[config.mk]
export PLATFORM = sky130hd
export DESIGN_NAME = olpir_cell
export DESIGN_NICKNAME = d
export VERILOG_FILES = /design/src/rtl/olpir_pkg.sv /design/src/rtl/olpir_cell.sv
export SDC_FILE = /design/constraint.sdc
export NUM_CORES = 1
export LEC_CHECK = 0
export ABC_AREA = 1
export BUFFER_PORTS_ARGS = -buffer_cell sky130_fd_sc_hd__buf_2
export CORE_MARGIN = 10
export CORE_UTILIZATION = 32
export CTS_CLUSTER_DIAMETER = 50
export DETAILED_ROUTE_END_ITERATION = 10
export GPL_TIMING_DRIVEN = 0
export PLACE_DENSITY = 0.72
export SLEW_MARGIN = 10
export SYNTH_ARGS = -nofsm -noshare
export SYNTH_HDL_FRONTEND = slang
export SYNTH_SLANG_ARGS = --single-unit
[constraint.sdc]
create_clock -name clk -period 7.54 [get_ports clk]
set_input_delay 0.754 -clock clk [delete_from_list [all_inputs] [get_ports clk]]
set_output_delay 0.754 -clock clk [all_outputs]
set_load 0.05 [all_outputs]
[src/rtl/olpir_pkg.sv]
//------------------------------------------------------------------------------
// olpir_pkg
// Operation, status and cell command codes for the ordered list.
//------------------------------------------------------------------------------
`default_nettype none

package olpir_pkg;

	typedef enum logic [2:0] {
		OP_APPEND      = 3'd0,
		OP_INSERT      = 3'd1,
		OP_REMOVE_LAST = 3'd2,
		OP_REMOVE_AT   = 3'd3,
		OP_READ        = 3'd4
	} op_t;

	typedef enum logic [1:0] {
		ST_OK    = 2'd0,
		ST_EMPTY = 2'd1,
		ST_RANGE = 2'd2,
		ST_FULL  = 2'd3
	} status_t;

	typedef enum logic [1:0] {
		CMD_NONE = 2'd0,
		CMD_INS  = 2'd1,
		CMD_REM  = 2'd2
	} cmd_kind_t;

	typedef struct packed {
		cmd_kind_t kind;
	} cell_cmd_t;

endpackage

`default_nettype wire

[src/rtl/olpir_cell.sv]
//------------------------------------------------------------------------------
// olpir_cell
// One list slot: loads the new word, takes its left neighbor on insert or
// its right neighbor on remove, otherwise holds.
//------------------------------------------------------------------------------
`default_nettype none

module olpir_cell #(
	parameter int IDX        = 0,
	parameter int AW         = 6,
	parameter int DATA_WIDTH = 32
) (
	input  wire                       clk,
	input  wire olpir_pkg::cell_cmd_t cmd,
	input  wire  [AW-1:0]             at,
	input  wire  [DATA_WIDTH-1:0]     word,
	input  wire  [DATA_WIDTH-1:0]     left_val,
	input  wire  [DATA_WIDTH-1:0]     right_val,
	output logic [DATA_WIDTH-1:0]     val
);
	import olpir_pkg::*;

	localparam logic [AW-1:0] MY_IDX = AW'(IDX);

	logic [DATA_WIDTH-1:0] val_q;
	logic [DATA_WIDTH-1:0] val_d;

	always_comb begin
		val_d = val_q;
		unique case (cmd.kind)
			CMD_INS: begin
				if (MY_IDX == at) val_d = word;
				else if (MY_IDX > at) val_d = left_val;
			end
			CMD_REM: begin
				if (MY_IDX >= at) val_d = right_val;
			end
			default: val_d = val_q;
		endcase
	end

	always_ff @(posedge clk) begin
		val_q <= val_d;
	end

	assign val = val_q;

endmodule

`default_nettype wire

==> flow_summary.ini, run 1 <==
[layout]
instances_no_fill = 504
nets = 532
fin_area_um2 = 2970
ff_latch_area_um2 = 961
largest_register_ffs = 32
multi_input_area_um2 = 791
nFillCells = 670
antenna_cells = 0
area_growth_syn_to_layout_pct = 43.0
mostFrequentLayoutCell = buf_2
drive_gt1_share_pct = 39.1
layout_common_cells = 152 x buf_2, 97 x nand2_1, 64 x inv_1

[route]
ant_nets = 0
vias_per_cell = 4.63
wl_mm = 7.39
first_pass_iters = 4
drc = 0
vias = 2335
wl_per_cell_um = 14.7
drt-initial-drc-count = 98

[sta]
final.setup.tns_ns = 0
setup_viol = 0
slew-limit-headroom_pct = 54.8
tightest_slew_ns = 0.676
slew_violations = 0
fin_crit_ns = 2.28
fin_crit_sh_pct = 30.3
finalHoldViolations = 0
timing.fmax_mhz = 438
whs_ns = 0.747
rsz0062_at_grt = false

[yosys]
synth_top_area_share_pct = 46.3
synth.net_count = 388
synth_area_um2 = 2080
yosysWarnings = 0
synth-xor-area-share_pct = 0
synth.avg_cell_area_um2 = 7.33
ys_ff_latch = 32
synth_compound_area_share_pct = 0.241
yosysSeqAreaShare_pct = 46.3
yosys.area_share.adder_pct = 0
muxShareOfSynthArea_pct = 0
synthTopCellsByArea = edfxtp_1 46%, nand2_1 18%, inv_1 12%
synth_top_family_by_area = simple AND/OR/NAND/NOR gates
yosys.area_share.simple_pct = 37.3
postSynthCellCount = 283
synth_top_area_cell = edfxtp_1
post_synth_num_cell_types = 12

[clocking]
cts_made_buffers = 5
clkTransAtPathRegs_ns = 0.07
cts_sinks = 32
cts_tree = done
hold_buffers = 0
cts_root_buffer = clkbuf_8
cts_setup_buffers = 0
cts-resized-gates = 0
clockBufferDepth = 2
cts_htree_levels = 2

[worst_setup_path]
path_common_cell = buf_2
path_class = in2reg
worstPathMaxFanout = 17
end_kind = flop
cp_data_arrival_time_ns = 2.27
cp.required_ns = 7.53
cpLargestDelayFamily = buffers and inverters
slowest_stage = a21oi_4
path_cells = buf_2, nor2_4, nand3_2, buf_2, a21oi_4, buf_16
cp-start-kind = input port
critPathMaxStageDelay_ns = 0.55
crit_buf_inv = 3

[pwr]
vdd_drop_max_mv = 0.0614
powerDensity_nw_per_um2 = 136
total_power_mw = 0.403
leakage_nw = 1.69

[floorplanning]
io_pins = 137
rows = 29
fp.dieH_um = 101
core-area_um2 = 6310
initial_utilization_pct = 32.9
fp.dieW_um = 101
fp.dieArea_um2 = 10100

[place]
dpl.hpwl_mm = 5.89
globalplace.congestion = 0.790
port_buffers = 136
place_area_um2 = 2890
dp.cells = 497

[hold_path]
min_path_type = in2reg
hold_depth = 3
hp-start = right_val[9]
hold_end = val[9]$_DFFE_PP_

[run]
cap_violations = 0

[global_route]
grt_pass1_vias = 2448
antenna_found_initial = 0
grt_overflow_total = 0
grt_usage_pct = 14.1
grt_pass1_wl_mm = 11.6
grt_max_degree = 18

[outcome]
status = finished clean
==> how the worst max path moves through the flow <==
stage | startpoint | end | slack, ns | depth (start not counted)
global placement | at[1] | val[17]$_DFFE_PP_ | 3.23 | 5
global route | at[1] | val[21]$_DFFE_PP_ | 5.17 | 6
detailed placement | at[1] | val[15]$_DFFE_PP_ | 4.95 | 6
floorplan | at[1] | val[0]$_DFFE_PP_ | 4.32 | 4
CTS | at[1] | val[15]$_DFFE_PP_ | 5.25 | 6
finish | at[1] | val[15]$_DFFE_PP_ | 5.26 | 6
==> stage by stage <==
| stage | worst slack [ns] | utilization [%] |
|---|---|---|
| after floorplan | 4.32 | - |
| after global placement | 3.23 | 45.2 |
| after detailed placement | 4.95 | 45.8 |
| after CTS | 5.25 | 47.0 |
| after global routing | 5.17 | 47.0 |
| final | 5.26 | 47.0 |
==> power breakdown <==
group | leakage, nW | internal (mW) | total [mW] | switching [mW]
clock network | 0.0410 | 0.0627 | 0.124 | 0.0614
logic | 1.37 | 0.0358 | 0.0803 | 0.0445
registers | 0.281 | 0.199 | 0.199 | 0.000232
==> cell type report <==
type / count / area share [%]
Buffer: 18 / 2.95
Inverter: 66 / 8.34
Timing Repair Buffer: 137 / 23.9
Sequential cell: 32 / 32.4
Tap cell: 77 / 3.24
Multi-Input combinational cell: 167 / 26.6
Clock inverter: 1 / 0.169
Clock buffer: 6 / 2.44
==> synth_stat cells, drive strengths merged <==
cell / n
nor2: 4
edfxtp: 32
nand2: 97
inv: 66
nand3: 33
buf: 16
a21oi: 1
clkbuf: 2
nand4: 32
==> metal layers <==
metal	track usage, %	routed length, um	part of all wire, %
met3	5.62	777	11
met1	15.4	2930	40
met5	0	0	0
met4	3.91	59	0.80
met2	24.7	3620	49
==> kinds of logic after synthesis <==
family                 Yosys count
buffers and inverters           84
DFF                             32
AOI/OAI and AO/OA                1
and+or+nand+nor                166
No activity file was read; power rests on OpenSTA's default activity.
==> run 2: changes to the inputs <==
- clock period: 7.54 -> 2.2 ns (I/O delays scaled with it)
==> run 2 against run 1 <==
  * Final cell count stayed put
  * Via count is 0.39% lower
  * Non-clock buffer count stayed put
  * Cell area hardly changed
  * Clock power grew to 3.5 times the previous value
  * Critical path type unchanged
  * Critical endpoint is now val[19]$_DFFE_PP_
  * Highest routed layer unchanged
==> flow_summary.ini, run 2 (synthesis gave the netlist of run 1 again) <==
[worst_setup_path]
slowest_stage = a21oi_4
cp.required_ns = 2.19
end_kind = flop
path_class = in2reg
worstPathMaxFanout = 17
path_common_cell = buf_2
cp-start-kind = input port
path_cells = buf_2, nor2_4, nand3_2, buf_2, a21oi_4, buf_16
cpLargestDelayFamily = buffers and inverters
critPathMaxStageDelay_ns = 0.55
cp_data_arrival_time_ns = 1.70
crit_buf_inv = 3

[route]
vias_per_cell = 4.62
vias = 2326
wl_mm = 7.28
wl_per_cell_um = 14.5
ant_nets = 0
drt-initial-drc-count = 109
drc = 0
first_pass_iters = 4

[clocking]
hold_buffers = 0
clockBufferDepth = 2
cts_sinks = 32
cts_htree_levels = 2
clkTransAtPathRegs_ns = 0.07
cts_made_buffers = 5
cts_tree = done
cts_root_buffer = clkbuf_8
cts-resized-gates = 0
cts_setup_buffers = 0

[floorplanning]
core-area_um2 = 6310
fp.dieW_um = 101
initial_utilization_pct = 32.9
rows = 29
fp.dieH_um = 101
io_pins = 137
fp.dieArea_um2 = 10100

[global_route]
grt_max_degree = 18
grt_pass1_vias = 2411
antenna_found_initial = 0
grt_pass1_wl_mm = 11.6
grt_usage_pct = 14.1
grt_overflow_total = 0

[layout]
final_core_util_pct = 47.0
area_growth_syn_to_layout_pct = 43.0
antenna_cells = 0
nets = 532
fin_area_um2 = 2970
instances_no_fill = 504
largest_register_ffs = 32
layout_common_cells = 152 x buf_2, 97 x nand2_1, 64 x inv_1
drive_gt1_share_pct = 38.9
mostFrequentLayoutCell = buf_2

[place]
place_area_um2 = 2890
dpl.hpwl_mm = 5.89
globalplace.congestion = 0.799
dp.cells = 497
port_buffers = 136

[hold_path]
hp-start = right_val[23]
hold_end = val[23]$_DFFE_PP_
min_path_type = in2reg
hold_depth = 3

[sta]
rsz0062_at_grt = false
tightest_slew_ns = 0.679
finalHoldViolations = 0
fin_crit_ns = 1.71
setup_viol = 0
slew-limit-headroom_pct = 54.6
timing.fmax_mhz = 584
fin_crit_sh_pct = 77.9
slew_violations = 0

[pwr]
total_power_mw = 1.39
powerDensity_nw_per_um2 = 467
leakage_nw = 1.69
vdd_drop_max_mv = 0.216

[run]
cap_violations = 0

[outcome]
status = finished clean
[run 2: cell count changes in the layout (fill, tap and decap cells not counted)]
cell and delta:
clkbuf_1 -1, clkinv_2 -1, clkinv_1 +2
[run 2: worst min-delay path, cell delays in order]
cell,delay [ns]
buf_2,0.07
nand2_1,0.04
nand2_1,0.05
[run 2: through the flow]
| step | hold WS (ns) | setup slack [ns] | TNS (ns) |
|---|---|---|---|
| after floorplan | 0.406 | 0.165 | 0 |
| after detailed placement | 0.497 | 0.160 | 0 |
| after CTS | 0.189 | 0.465 | 0 |
| final | 0.202 | 0.487 | 0 |
| after global placement | 0.493 | -0.547 | -17.44 |
| after global routing | 0.209 | 0.380 | 0 |
[run 2: routing by layer]
layer | global-route usage (%) | up-vias | wire [um]
li1 | - | 1187 | -
met1 | 14.5 | 1038 | 2750
met2 | 25.5 | 92 | 3700
met3 | 5.49 | 9 | 723
met4 | 4.57 | 0 | 108
met5 | 0 | - | 0
[run 2: worst max-delay path by stage]
stage,start,to,slack [ns],depth (start not counted)
2_1_floorplan,cmd[1],val[0]$_DFFE_PP_,0.17,5
3_3_place_gp,cmd[0],val[19]$_DFFE_PP_,-0.55,5
3_5_place_dp,at[1],val[13]$_DFFE_PP_,0.16,6
4_1_cts,at[1],val[19]$_DFFE_PP_,0.47,6
5_1_grt,cmd[0],val[15]$_DFFE_PP_,0.38,6
6_report,at[1],val[19]$_DFFE_PP_,0.49,6
[run 2: final cells by class]
type	instances	area, um2
repair buffers	137	708
well taps	77	96.3
clock buffers	5	68.8
clock inverters	2	7.51
fillers	653	3350
inverters	66	248
multi-input cells	167	791
plain buffers	18	87.6
flip-flops and latches	32	961
[run 2: report_power, final]
part | switching (mW) | internal (mW) | leakage [nW]
Combinational | 0.152 | 0.123 | 1.37
Sequential | 0.000762 | 0.681 | 0.281
Clock | 0.221 | 0.209 | 0.0391
Total | 0.374 | 1.01 | 1.69
==> run 3: changes to the inputs <==
- ABC_AREA: 1 -> 0
- PLACE_DENSITY: 0.72 -> 0.78
- clock period: 2.2 -> 1.55 ns (I/O delays scaled with it)
==> run 3 against run 2 <==
  * Global-route usage up 2.0 points
  * Cell area down 7.2%
  * Final cell count down 19%
  * Area after synthesis down 15%
  * Combinational power up 29%
  * Worst setup slack worse by 0.42 ns
  * Via count down 12%
  * Sequential power up 42%
  * Hold slack better by 0.019 ns
  * Utilization up 5.6 points
  * Total power up 51%
  * Non-clock buffer count up 6
  * Largest power group unchanged
==> flow_summary.ini, run 3 <==
[yosys]
synth_top_area_cell = edfxtp_1
async_flop_share_pct = 0
synth_area_um2 = 1770
postSynthCellCount = 186
synth.most_common_cell = nor2_1
yosysWarnings = 0
synth_commonest_cells = 33 x nor2_1, 32 x a31oi_1, 32 x edfxtp_1, 32 x nand3_1, 28 x o21ai_1
ys_ff_latch = 32
muxShareOfSynthArea_pct = 0
synth-xor-area-share_pct = 0.496
synth.net_count = 291
synth_edf_count = 32
synth.avg_cell_area_um2 = 9.49
synth_top_area_share_pct = 54.4
post_synth_num_cell_types = 16
synth_flop_cell = edfxtp_1
synthTopCellsByArea = edfxtp_1 54%, a31oi_1 11%, nand3_1 9.1%
yosys.area_share.adder_pct = 0
synth_compound_area_share_pct = 20.6
synth_top_family_by_area = compound AO/OA/AOI/OAI gates
yosysSeqAreaShare_pct = 54.4
yosys.area_share.simple_pct = 18.9

[pwr]
powerDensity_nw_per_um2 = 760
leakage_nw = 1.16
vdd_drop_max_mv = 0.365

[global_route]
grt_overflow_total = 0
grt_pass1_wl_mm = 11.4
grt_max_degree = 14
grt_pass1_vias = 2274
antenna_found_initial = 0
grt_usage_pct = 16.1

[clocking]
cts_tree = done
hold_buffers = 0
cts_sinks = 32
clkTransAtPathRegs_ns = 0.06
clockBufferDepth = 2
cts_htree_levels = 2
cts_root_buffer = clkbuf_8
cts_made_buffers = 5

[sta]
fin_crit_ns = 1.48
rsz0062_at_grt = false
slew_violations = 0
timing.fmax_mhz = 674
whs_ns = 0.221
tightest_slew_ns = 0.588
final.setup.tns_ns = 0
finalHoldViolations = 0
fin_crit_sh_pct = 95.8
slew-limit-headroom_pct = 60.8
setup_viol = 0

[worst_setup_path]
cp-start-kind = input port
critPathMaxStageDelay_ns = 0.34
slowest_stage = or2_2
path_cells = buf_2, or2_2, clkbuf_1, nor3_4, buf_4, buf_16
path_class = in2reg
crit_buf_inv = 4
cpLargestDelayFamily = buffers and inverters
cp_data_arrival_time_ns = 1.48
cp.required_ns = 1.54
worstPathMaxFanout = 10
end_kind = flop

[layout]
drive_gt1_share_pct = 47.3
layout_common_cells = 139 x buf_2, 33 x nor2_1, 32 x nand3_1, 32 x a31oi_1, 32 x edfxtp_1
antenna_cells = 0
mostFrequentLayoutCell = buf_2
largest_register_ffs = 32
nets = 440
final_core_util_pct = 52.6
area_growth_syn_to_layout_pct = 56.0
instances_no_fill = 406

[outcome]
status = finished clean

[place]
dpl.hpwl_mm = 5.63
port_buffers = 136
dp.cells = 393
globalplace.congestion = 0.809

[floorplanning]
core-area_um2 = 5240
fp.dieW_um = 94.3
initial_utilization_pct = 33.7
io_pins = 137
fp.dieArea_um2 = 8890
rows = 26
fp.dieH_um = 94.3

[route]
wl_per_cell_um = 18.0
drt-initial-drc-count = 118
vias = 2052
vias_per_cell = 5.05
wl_mm = 7.31
ant_nets = 0
first_pass_iters = 4
drc = 0

[hold_path]
min_path_type = in2reg

[run]
cap_violations = 0
run 3: kinds of logic after synthesis:
kind of cell	after synthesis
simple gates	70
compound gates	64
flops	32
buf+inv	19
xor+xnor	1
run 3: per-layer routing:
layer  up-vias  share of wire [%]  track usage, %
li1       1007                  -               -
met5         -                  0               0
met1       927                 36            17.4
met3        11                9.6            4.88
met4         0                1.7            6.96
met2       107                 53            28.1
run 3: worst paths after layout:
kind	start	end	slack, ns	depth (start not counted)
min	right_val[13]	val[13]$_DFFE_PP_	0.22	3
max	at[1]	val[7]$_DFFE_PP_	0.07	6
run 3: area by class of cell:
| class | count | area, um2 |
|---|---|---|
| fillers | 511 | 2480 |
| flip-flops and latches | 32 | 961 |
| repair buffers | 142 | 783 |
| multi-input cells | 135 | 718 |
| plain buffers | 19 | 97.6 |
| well taps | 70 | 87.6 |
| clock buffers | 5 | 68.8 |
| clock inverters | 3 | 37.5 |
run 3: repair_timing:
item	4_1_cts	5_1_grt
gates cloned	1	0
endpoints found under the setup margin	32	32
resized for setup	0	0
pin swaps	2	1
setup buffers	4	0
run 3: stage by stage:
stage / total power, mW / cell area [um2] / worst slack, ns
6_report: 2.09 / 2750 / 0.0659
5_1_grt: 2.18 / 2750 / 0.00234
4_1_cts: 2.10 / 2750 / 0.0347
3_5_place_dp: 1.34 / 2570 / -0.699
3_3_place_gp: 1.32 / 2540 / -1.04
2_1_floorplan: 1.15 / 1780 / -0.524
run 3: power breakdown:
part	switching, mW	total (mW)	internal [mW]
clock	0.303	0.771	0.468
combinational	0.191	0.354	0.163
sequential	0.00156	0.969	0.968
